## src/hdl/multipart_delimiter_scanner_defines.svh

```systemverilog
// assertion macros for the multipart delimiter scanner
// used by the top level only, no other dependencies
`ifndef MULTIPART_DELIMITER_SCANNER_DEFINES_SVH
`define MULTIPART_DELIMITER_SCANNER_DEFINES_SVH

// same-cycle implication, checked outside reset
`define MDS_ASSERT_NOW(name, clk, rst, ante, cons, msg) \
  name: assert property (@(posedge clk) disable iff (rst) (ante) |-> (cons)) else $error(msg);

// next-cycle implication, checked outside reset
`define MDS_ASSERT_NEXT(name, clk, rst, ante, cons, msg) \
  name: assert property (@(posedge clk) disable iff (rst) (ante) |=> (cons)) else $error(msg);

`endif

```

## src/hdl/mds_pkg.sv

```systemverilog
// shared types, constants and marker helpers for the multipart delimiter scanner
// no dependencies
package mds_pkg;

  localparam int MARKER_MAX   = 80;
  localparam int BOUNDARY_MAX = 70;
  localparam int PREFIX_LEN   = 4;
  localparam int MARKER_EXTRA = 6;

  // longest usable boundary
  localparam int BOUNDARY_LIM =
    (MARKER_MAX - MARKER_EXTRA < BOUNDARY_MAX) ? (MARKER_MAX - MARKER_EXTRA) : BOUNDARY_MAX;

  localparam int CNT_W     = $clog2(MARKER_MAX + 1);
  localparam int WIN_IDX_W = $clog2(MARKER_MAX);
  localparam int ST_IDX_W  = $clog2(BOUNDARY_MAX);

  localparam int OP_W    = 2;
  localparam int INDEX_W = 7;
  localparam int BYTE_W  = 8;
  localparam int COUNT_W = 32;
  localparam int CFG_W   = 7;

  localparam logic [OP_W-1:0] OP_LOAD  = 2'd0;
  localparam logic [OP_W-1:0] OP_DATA  = 2'd1;
  localparam logic [OP_W-1:0] OP_START = 2'd2;

  localparam logic [BYTE_W-1:0] DASH = 8'h2D;

  typedef struct packed {
    logic [OP_W-1:0]    op;
    logic [INDEX_W-1:0] boundary_index;
    logic [BYTE_W-1:0]  in_byte;
  } mds_in_t;

  typedef struct packed {
    logic [BYTE_W-1:0]  payload_byte;
    logic               delimiter_found;
    logic [COUNT_W-1:0] payload_count;
  } mds_out_t;

  typedef struct packed {
    logic load_store;
    logic start_scan;
    logic append;
    logic evaluate;
    logic emit;
  } mds_cmd_t;

  typedef struct packed {
    logic scan_active;
    logic full;
    logic match;
  } mds_status_t;

  // CR LF - - ahead of the boundary
  function automatic logic [BYTE_W-1:0] lead_byte(input int pos);
    logic [BYTE_W-1:0] b;
    unique case (pos)
      0:       b = 8'h0D;
      1:       b = 8'h0A;
      default: b = DASH;
    endcase
    return b;
  endfunction

endpackage

```

## src/hdl/mds_ctrl.sv

```systemverilog
// controller for the multipart delimiter scanner: sequences accept, compare and result load
// depends on mds_pkg
module mds_ctrl
  import mds_pkg::*;
(
  input  logic        clk,
  input  logic        rst,
  input  logic        in_valid,
  output logic        in_ready,
  input  logic [OP_W-1:0] in_op,
  output logic        out_valid,
  input  logic        out_ready,
  input  mds_status_t status,
  output mds_cmd_t    cmd
);

  typedef enum logic [1:0] {
    ST_IDLE,
    ST_EVAL,
    ST_EMIT
  } state_t;

  state_t state;
  state_t state_next;
  logic   in_fire;
  logic   out_free;

  assign in_ready = (state == ST_IDLE);
  assign in_fire  = in_valid && in_ready;
  assign out_free = !out_valid || out_ready;

  always_comb begin
    state_next     = state;
    cmd            = '0;
    unique case (state)
      ST_IDLE: begin
        if (in_fire) begin
          priority if (in_op == OP_LOAD) begin
            cmd.load_store = 1'b1;
          end else if (in_op == OP_START) begin
            cmd.start_scan = 1'b1;
          end else if (in_op == OP_DATA && status.scan_active) begin
            cmd.append = 1'b1;
            state_next = ST_EVAL;
          end else begin
            // unused op, or data while no scan runs
          end
        end
      end
      ST_EVAL: begin
        if (status.full) begin
          cmd.evaluate = 1'b1;
          state_next   = ST_EMIT;
        end else begin
          state_next = ST_IDLE;
        end
      end
      ST_EMIT: begin
        if (out_free) begin
          cmd.emit   = 1'b1;
          state_next = ST_IDLE;
        end
      end
      default: state_next = ST_IDLE;
    endcase
  end

  always_ff @(posedge clk) begin
    if (rst) begin
      state     <= ST_IDLE;
      out_valid <= 1'b0;
    end else begin
      state <= state_next;
      if (cmd.emit) begin
        out_valid <= 1'b1;
      end else if (out_ready) begin
        out_valid <= 1'b0;
      end
    end
  end

endmodule

```

## src/hdl/mds_datapath.sv

```systemverilog
// datapath for the multipart delimiter scanner: boundary store, hold window,
// parallel marker compare, release counter and result register; depends on mds_pkg
module mds_datapath
  import mds_pkg::*;
(
  input  logic              clk,
  input  logic              rst,
  input  logic [CFG_W-1:0]  boundary_length,
  input  mds_in_t           in_data,
  input  mds_cmd_t          cmd,
  output mds_status_t       status,
  output mds_out_t          out_data
);

  logic [BYTE_W-1:0]    boundary_store [BOUNDARY_MAX];
  logic [BYTE_W-1:0]    hold_window [MARKER_MAX];
  logic [CNT_W-1:0]     hold_count;
  logic [COUNT_W-1:0]   released_total;
  logic                 scan_active;
  logic                 match_q;

  logic [CNT_W-1:0]     blen;
  logic [CNT_W-1:0]     mlen;
  logic [CNT_W-1:0]     bnd_end;
  logic [WIN_IDX_W-1:0] wr_idx;
  logic [MARKER_MAX-1:0] pos_ok;
  logic [COUNT_W-1:0]   total_inc;

  // zero acts as one, long values saturate
  always_comb begin
    if (boundary_length == '0) begin
      blen = CNT_W'(1);
    end else if (int'(boundary_length) > BOUNDARY_LIM) begin
      blen = CNT_W'(BOUNDARY_LIM);
    end else begin
      blen = CNT_W'(boundary_length);
    end
  end

  assign mlen    = blen + CNT_W'(MARKER_EXTRA);
  assign bnd_end = blen + CNT_W'(PREFIX_LEN);
  assign wr_idx  = (int'(hold_count) >= MARKER_MAX) ? WIN_IDX_W'(MARKER_MAX - 1)
                                                     : hold_count[WIN_IDX_W-1:0];
  assign total_inc = (released_total == '1) ? released_total : released_total + COUNT_W'(1);

  // one comparator per window position
  for (genvar i = 0; i < MARKER_MAX; i++) begin : g_cmp
    logic [BYTE_W-1:0] expect_byte;
    if (i < PREFIX_LEN) begin : g_lead
      assign expect_byte = lead_byte(i);
    end else if (i < PREFIX_LEN + BOUNDARY_MAX) begin : g_bnd
      assign expect_byte = (CNT_W'(i) < bnd_end) ? boundary_store[i - PREFIX_LEN] : DASH;
    end else begin : g_tail
      assign expect_byte = DASH;
    end
    assign pos_ok[i] = (CNT_W'(i) >= mlen) || (hold_window[i] == expect_byte);
  end

  assign status.scan_active = scan_active;
  assign status.full        = (hold_count >= mlen);
  assign status.match       = match_q;

  always_ff @(posedge clk) begin
    if (cmd.load_store && int'(in_data.boundary_index) < BOUNDARY_MAX) begin
      boundary_store[ST_IDX_W'(in_data.boundary_index)] <= in_data.in_byte;
    end
    if (cmd.evaluate) begin
      match_q <= &pos_ok;
    end
  end

  // hold window: append at the fill point, shift out the oldest on release
  always_ff @(posedge clk) begin
    if (cmd.append) begin
      hold_window[wr_idx] <= in_data.in_byte;
    end else if (cmd.emit && !match_q) begin
      for (int i = 0; i < MARKER_MAX - 1; i++) begin
        hold_window[i] <= hold_window[i + 1];
      end
    end
  end

  always_ff @(posedge clk) begin
    if (cmd.emit) begin
      if (match_q) begin
        out_data.payload_byte    <= '0;
        out_data.delimiter_found <= 1'b1;
        out_data.payload_count   <= released_total;
      end else begin
        out_data.payload_byte    <= hold_window[0];
        out_data.delimiter_found <= 1'b0;
        out_data.payload_count   <= total_inc;
      end
    end
  end

  always_ff @(posedge clk) begin
    if (rst) begin
      hold_count     <= '0;
      released_total <= '0;
      scan_active    <= 1'b0;
    end else begin
      if (cmd.start_scan) begin
        hold_count     <= '0;
        released_total <= '0;
        scan_active    <= 1'b1;
      end else if (cmd.append) begin
        hold_count <= (int'(hold_count) >= MARKER_MAX) ? CNT_W'(MARKER_MAX)
                                                       : hold_count + CNT_W'(1);
      end else if (cmd.emit) begin
        if (match_q) begin
          hold_count  <= '0;
          scan_active <= 1'b0;
        end else begin
          hold_count     <= hold_count - CNT_W'(1);
          released_total <= total_inc;
        end
      end
    end
  end

endmodule

```

## src/hdl/multipart_delimiter_scanner.sv

```systemverilog
// Multipart closing-delimiter scanner. Load boundary characters with op 0, start a body
// with op 2, then feed body bytes with op 1; each byte that brings the held count to the marker
// length (usable boundary length + 6 bytes, CR LF -- boundary --) releases the oldest held byte with a
// saturating running count, and a full match gives one delimiter result and ends the body.
// Loads, starts and ignored items are handled in ST_IDLE alone; a data byte during a scan
// passes through accept and a full-window check, and once the hold window is full also through
// a parallel window compare into a register and a result load that waits for the output
// register to be taken. boundary_length is written through the cfg channel, which is always ready.
// Depends on mds_pkg, mds_ctrl, mds_datapath and multipart_delimiter_scanner_defines.svh.
`include "multipart_delimiter_scanner_defines.svh"

module multipart_delimiter_scanner
  import mds_pkg::*;
(
  input  logic             clk,
  input  logic             rst,
  input  logic             in_valid,
  output logic             in_ready,
  input  mds_in_t          in_data,
  output logic             out_valid,
  input  logic             out_ready,
  output mds_out_t         out_data,
  input  logic             cfg_valid,
  output logic             cfg_ready,
  input  logic [CFG_W-1:0] cfg_data
);

  logic [CFG_W-1:0] boundary_length;
  mds_cmd_t         cmd;
  mds_status_t      status;

  assign cfg_ready = 1'b1;

  always_ff @(posedge clk) begin
    if (rst) begin
      boundary_length <= CFG_W'(1);
    end else if (cfg_valid && cfg_ready) begin
      boundary_length <= cfg_data;
    end
  end

  mds_ctrl u_ctrl (
    .clk       (clk),
    .rst       (rst),
    .in_valid  (in_valid),
    .in_ready  (in_ready),
    .in_op     (in_data.op),
    .out_valid (out_valid),
    .out_ready (out_ready),
    .status    (status),
    .cmd       (cmd)
  );

  mds_datapath u_datapath (
    .clk             (clk),
    .rst             (rst),
    .boundary_length (boundary_length),
    .in_data         (in_data),
    .cmd             (cmd),
    .status          (status),
    .out_data        (out_data)
  );

  // a matched delimiter closes the scan
  `MDS_ASSERT_NEXT(a_match_ends_scan, clk, rst, cmd.emit && status.match, !status.scan_active, "scan still active after delimiter")
  // a result only ever comes from a full hold window
  `MDS_ASSERT_NOW(a_emit_needs_full, clk, rst, cmd.emit, status.full, "result from a partly filled window")
  // an accepted data byte during a scan keeps the input side busy while it is compared
  `MDS_ASSERT_NEXT(a_data_busy, clk, rst, in_valid && in_ready && in_data.op == OP_DATA && status.scan_active, !in_ready, "input accepted during compare")

endmodule

```

## config.mk

```make
export PLATFORM = sky130hd
export DESIGN_NAME = multipart_delimiter_scanner
export DESIGN_NICKNAME = d
export VERILOG_FILES = /design/src/hdl/mds_pkg.sv /design/src/hdl/mds_ctrl.sv /design/src/hdl/mds_datapath.sv /design/src/hdl/multipart_delimiter_scanner.sv
export VERILOG_INCLUDE_DIRS = /design/src /design/src/hdl
export SDC_FILE = /design/constraint.sdc
export NUM_CORES = 2
export LEC_CHECK = 0
export BUFFER_PORTS_ARGS = -buffer_cell sky130_fd_sc_hd__buf_2
export CORE_MARGIN = 1.5
export CORE_UTILIZATION = 30
export CTS_BUF_LIST = sky130_fd_sc_hd__clkbuf_8
export DETAILED_ROUTE_END_ITERATION = 12
export MAX_ROUTING_LAYER = met4
export PLACE_DENSITY = 0.48
export SYNTH_ARGS = -nofsm -noshare
export SYNTH_HDL_FRONTEND = slang
export SYNTH_SLANG_ARGS = --single-unit
```

## constraint.sdc

```tcl
create_clock -name clk -period 4.2 [get_ports clk]
set_input_delay 0.42 -clock clk [delete_from_list [all_inputs] [get_ports clk]]
set_output_delay 0.42 -clock clk [all_outputs]
set_load 0.02 [all_outputs]
```

# After elaboration in Yosys (flattened, before gate mapping)
# Memories as Yosys holds them, arrays and structs flattened.
# Cells that the tools add are included.
[totals] output_inout_bits=44 mem_count=2 regBits=92 input_bits=29 latchBits=0 mem_bits_rw=1200 rom_bits=0 elab_cells=477
[classes] n_lt_le_gt_ge=154 mul=0 n_addsub=5 n_mux=113 shifts=0 n_bitwise=2 n_div=0 n_eq_ne=91 reduce_logical=100
[memory_table] name="u_datapath.hold_window" depth=80 width=8 read_ports=80 rd_clocked_by_memory_dff=0 wr=79 line="mds_datapath.sv:16" source="logic [BYTE_W-1:0] hold_window [MARKER_MAX];"
[memory_table] name="u_datapath.boundary_store" depth=70 width=8 read_ports=70 rd_clocked_by_memory_dff=0 wr=1 line="mds_datapath.sv:15" source="logic [BYTE_W-1:0] boundary_store [BOUNDARY_MAX];"
[ops] cell="8-bit two-way mux" n=71
[ops] cell="8-bit == test" n=70
[ops] cell="6-bit by 7-bit >= comparator with 1-bit output, first input constant" n=32
[ops] cell="6-bit by 7-bit < comparator with 1-bit output, first input constant" n=32
[ops] cell="5-bit by 7-bit >= comparator with 1-bit output, first input constant" n=16
[ops] cell="7-bit >= comparator, first input constant" n=16
[ops] cell="5-bit by 7-bit < comparator with 1-bit output, first input constant" n=16
[ops] cell="1-bit logical OR" n=81
[ops] cell="80-bit AND reduction" n=1
[ops] cell="7-bit < comparator, first input constant" n=10
[ops] cell="8-bit by 6-bit == test with 1-bit output, second input constant" n=8
[ops] cell="4-bit by 7-bit >= comparator with 1-bit output, first input constant" n=8
[ops] cell="4-bit by 7-bit < comparator with 1-bit output, first input constant" n=8
[ops] cell="7-bit two-way mux" n=8
[ops] cell="33-bit two-way mux" n=1
[ops] cell="32-bit by 1-bit adder with 32-bit output, second input constant" n=1
[ops] cell="32-bit == test, second input constant" n=1
[ops] cell="32-bit two-way mux" n=1
[ops] cell="3-bit by 7-bit >= comparator with 1-bit output, first input constant" n=4
[ops] cell="3-bit by 7-bit < comparator with 1-bit output, first input constant" n=4
[ops] cell="1-bit two-way mux" n=22
[ops] cell="8-bit by 4-bit == test with 1-bit output, second input constant" n=2
[ops] cell="7-bit by 3-bit adder with 7-bit output, second input constant" n=2
[ops] cell="1-bit by 7-bit >= comparator with 1-bit output, first input constant" n=2
[ops] cell="other kinds (24)" n=48

# Longest topological paths before layout
[depth] word_depth=11 ltp_mapped=21 mapped_depth_nobuf=16

# By module
# From an unflattened synthesis, not the netlist that was laid out.
[hier_totals] hier_cells=5122 area_unflattened_um2=62839.0
[modules_own_cells] module="mds_datapath" instances=1 cells_each=5080 seq_area_each_um2=38096.5 area_per_inst_um2=62401.1
[modules_own_cells] module="multipart_delimiter_scanner" instances=1 cells_each=24 seq_area_each_um2=140.1 area_per_inst_um2=262.8
[modules_own_cells] module="mds_ctrl" instances=1 cells_each=18 seq_area_each_um2=60.1 area_per_inst_um2=175.2

# Worst setup path before layout
# Ideal clock, no wire load.
[synth_timing] path_type="flip-flop to flip-flop" start="register boundary_length[3]" end="register u_datapath.match_q, data pin" t_arrival_ps=4250 setup_ps=133 path_stages_with_launch=21 n_path_buf=5 required_time_ps=4067 setup_slack_ps=-182 cell_sequence="dfxtp_1 or3_1 buf_6 a21oi_1 inv_1 ha_1 buf_4 buf_4 a21o_1 a31o_2 clkbuf_1 inv_1 and2_1 clkbuf_1 nand2_1 o32ai_1 o311ai_1 a2111oi_0 nand4_1 a311oi_1 o2111a_1"
[synth_via] elab_chain_cells=9
[synth_lines] item="start, declared" line="multipart_delimiter_scanner.sv:28" source="logic [CFG_W-1:0] boundary_length;"
[synth_lines] item="start signal, assigned" line="multipart_delimiter_scanner.sv:38" source="boundary_length <= cfg_data;"
[synth_lines] item="7-bit > comparator" line="mds_datapath.sv:33" source="end else if (int'(boundary_length) > BOUNDARY_LIM) begin"
[synth_lines] item="7-bit two-way mux" line="mds_datapath.sv:33"
[synth_lines] item="7-bit two-way mux *" line="mds_datapath.sv:31" source="if (boundary_length == '0) begin"
[synth_lines] item="7-bit by 3-bit adder with 7-bit output" line="mds_datapath.sv:41" source="assign bnd_end = blen + CNT_W'(PREFIX_LEN);"
[synth_lines] item="3-bit by 7-bit < comparator with 1-bit output, or another cell as far along" line="mds_datapath.sv:52" source="assign expect_byte = (CNT_W'(i) < bnd_end) ? boundary_store[i - PREFIX_LEN] : DASH;"
[synth_lines] item="8-bit two-way mux" line="mds_datapath.sv:52"
[synth_lines] item="8-bit == test" line="mds_datapath.sv:56" source="assign pos_ok[i] = (CNT_W'(i) >= mlen) || (hold_window[i] == expect_byte);"
[synth_lines] item="1-bit logical OR" line="mds_datapath.sv:56"
[synth_lines] item="80-bit AND reduction *" line="mds_datapath.sv:68" source="match_q <= &pos_ok;"
[synth_lines] item="end signal, assigned" line="mds_datapath.sv:68"
[synth_lines] item="end, declared" line="mds_datapath.sv:20" source="logic match_q;"
# Every way passes the cells marked *; elsewhere a longest branch is shown, timed or not.
# A chain may end at the register's enable or synchronous reset.

# Worst setup path in the final report
# Same ends and word-level chain as after synthesis.

==> run metrics <==
status=finished with violations; failing checks=setup timing; # DRC=0; worst slew pin tran=1294 ps; clk slew on worst S/H paths=60 ps; pwr dens=roughly 370 nW/µm²; floorplan row count=approximately 170; TritonCTS Sinks=1292; Iter 0 DRT Violations=between 4000 and 5000; CTS Buf Count=218; via count=roughly 47000; Hold Crit Class=input port to flip-flop; Netlist cell types=between 100 and 150; largest net degree at the start of global routing=159; Max FO, Critical Path=7; GRT overflow=0; mean post-synth cell area=~12 µm²; Mapped Area=62240 µm²; DR pass1 iterations=6; number of synthesized register bits=1292; Synth Flop Type=edfxtp_1; final WL=227800 µm; Final WS setup=-372.9 ps; Initial Utilization=a little under a third; Die X-Extent=458.5 µm; drt wl/cell=between 20 and 30 µm; Syn Inst Count=5048; setup violators final=1; GRT Overall Usage=21.79%; htree depth=4; worst-skew pair later-pin latency=1010 ps; Detailed Place HPWL=151600 µm; Max Freq=218.7 MHz; CP Data Arrival Time=5440 ps; asr flop ratio synth=0%; Final Wtd Congestion=between 0.9 and 1; Final Hold Viols=0; RSZ-0062 raised after global routing=yes; root buf cell=clkbuf_8; Max Cap Viol=0; Die Y=458.5 µm; Tot Pwr=between 20 and 30 mW; Worst Setup Start Kind=flip-flop; Layout Nets=5701; Slew Limit Fails=0; Max transition margin=12.84%; Die ar.=~210000 µm²; CTS max path bufs=3; number of flops mapped to enable cells by yosys=1242; Post-DRT Antenna Nets=0; Crit Path Class=flip-flop to flip-flop; Min Hold Slack=100.4 ps; fin util=36.06%; Reg2Reg Setup Slack=-370 ps; IO buf count=71; Ports=73; clk_skew=between 60 and 70 ps; initial antenna violation count=25; number of global-route vias before repair=around 45000; CP required=5070 ps; Syn. warnings=0; core area=~210000 µm²; synth-to-layout area growth=19.71%; register area share after synthesis=61.53%; Lkg Pwr=roughly 28 nW; TritonCTS clock tree=done; global-route wire length before repair=323500 µm; layout cells sized above 1=17.31%; Mapped Nets=around 5100; Filler cells=roughly 20000; Via density=5.524; post-route minimum period=roughly 4600 ps; Period Utilization, post-route=108.9%; VDD IR-drop max=around 0.35 mV; CP endpoint kind=flip-flop
==> critical path, stage by stage, from the launching register on <==
cell and delay [ps]:
dfxtp_1 310, or3_4 410, a21oi_4 170, inv_2 70, ha_4 190, buf_6 140, buf_4 130, a31oi_4 240
buf_6 150, nand2b_2 90, nor2_4 150, buf_4 130, o211ai_1 120, a2111oi_4 600, buf_4 210, a21oi_1 70
nor3_2 220, nand4_1 110, or4_1 530, a311oi_2 210, o2111a_1 230
==> final cells by class <==
type | instances | area [µm²] | area share [%]
Tap cell | 2704 | 3383 | 4.541
Sequential cell | 1292 | 38300 | 51.40
Timing Repair Buffer | 625 | 5142 | 6.902
Clock buffer | 220 | 3028 | 4.064
Inverter | 231 | 867.1 | 1.164
Antenna cell | 15 | 37.54 | 0.05038
Clock inverter | 172 | 1107 | 1.486
Multi-Input combinational cell | 3284 | 22650 | 30.39
==> layout by cell type, fill, tap and decap left out, types with 52 or more instances in the layout <==
master / instances
a21oi_1: 194
a31oi_1: 87
nor2_1: 285
buf_4: 480
nand3_1: 97
nand2_1: 196
o21ai_0: 234
a32oi_1: 59
o22ai_1: 60
inv_1: 287
edfxtp_1: 1242
a21o_1: 644
nor4bb_1: 75
clkbuf_8: 220
xor2_1: 203
xnor2_1: 175
o32ai_1: 76
nand4_1: 118
nor3_1: 76
buf_2: 63
nor4_1: 52
clkinv_1: 52
==> Yosys cell counts (98+ instances only) <==
master / n / area (µm²)
a21oi_1: 201 / 1006
inv_1: 229 / 859.6
xnor2_1: 176 / 1541
o21ai_0: 240 / 1201
edfxtp_1: 1242 / 37300
nand3_1: 98 / 490.5
xor2_1: 203 / 1778
clkbuf_1: 201 / 754.5
nand2_1: 200 / 750.7
nor2_1: 287 / 1077
nand4_1: 118 / 738.2
a21o_1: 644 / 4835
==> timing repair <==
| item | 4_1_cts | 5_1_grt |
|---|---|---|
| resized for setup | 73 | 34 |
| pin swaps | 28 | 23 |
| endpoints found under the hold margin | 118 | 0 |
| buffers inserted | 15 | 6 |
| setup endpoints to repair | 1 | 2 |
| hold buffers | 33 | 0 |
==> logic make-up (layout without fill, tap and decap cells) <==
group                      Yosys count  in the layout  share of synthesized area, %
buffers and inverters              472           1248                         2.965
DFF                               1292           1292                         61.53
xor gates and xnor gates           379            379                         5.333
adders and majority gates           20             20                        0.4020
muxes                               23             23                        0.4442
AOI/OAI and AO/OA                 1673           1673                         18.83
other                                1             16                      0.006025
and+or+nand+nor                   1188           1188                         10.49
==> worst paths after layout <==
path / from / end / depth (start not counted)
setup / recovery: boundary_length[3] / u_datapath.match_q / 20
hold / removal: in_data[15] / u_ctrl.state[0] / 4
setup reg to reg: boundary_length[3] / u_datapath.match_q / 20
hold reg to reg: u_datapath.released_total[9] / u_datapath.released_total[9] / 2
==> state kept, by name, summed over array words and instances (netlist names) <==
signal and flops:
u_datapath.hold_count 7, u_ctrl.out_valid 1, u_datapath.match_q 1, u_datapath.scan_active 1, u_datapath.boundary_store 560, u_datapath.hold_window 640, u_ctrl.state 2, u_datapath.released_total 32
u_datapath.out_data 41, boundary_length 7
==> power breakdown <==
| part | switching, mW | internal [mW] |
|---|---|---|
| Clock | 5.53 | 5.54 |
| Sequential | 0.00818 | 14.1 |
| Combinational | 1.56 | 0.908 |
==> metrics by stage <==
step / worst slack, ps / TNS (ps) / cell area, µm² / cells
floorplan: 8.401 / 0 / 62250 / 5048
global placement: -1011 / -1011 / 69350 / 8082
detailed placement: -970.4 / -970.4 / 69350 / 8082
CTS: -306.9 / -306.9 / 74260 / 8522
global route: -421.7 / -421.7 / 74490 / 8536
finish: -372.9 / -372.9 / 74510 / 8543
==> metal layers <==
layer	part of all wire, %	GRT usage (%)	vias up
li1	-	-	20810
met1	45	29.97	24160
met2	46	33.39	1871
met3	6.9	3.297	357
met4	2.6	5.949	0
met5	0	-	-
Note: power is estimated with default switching activity, not from simulation.
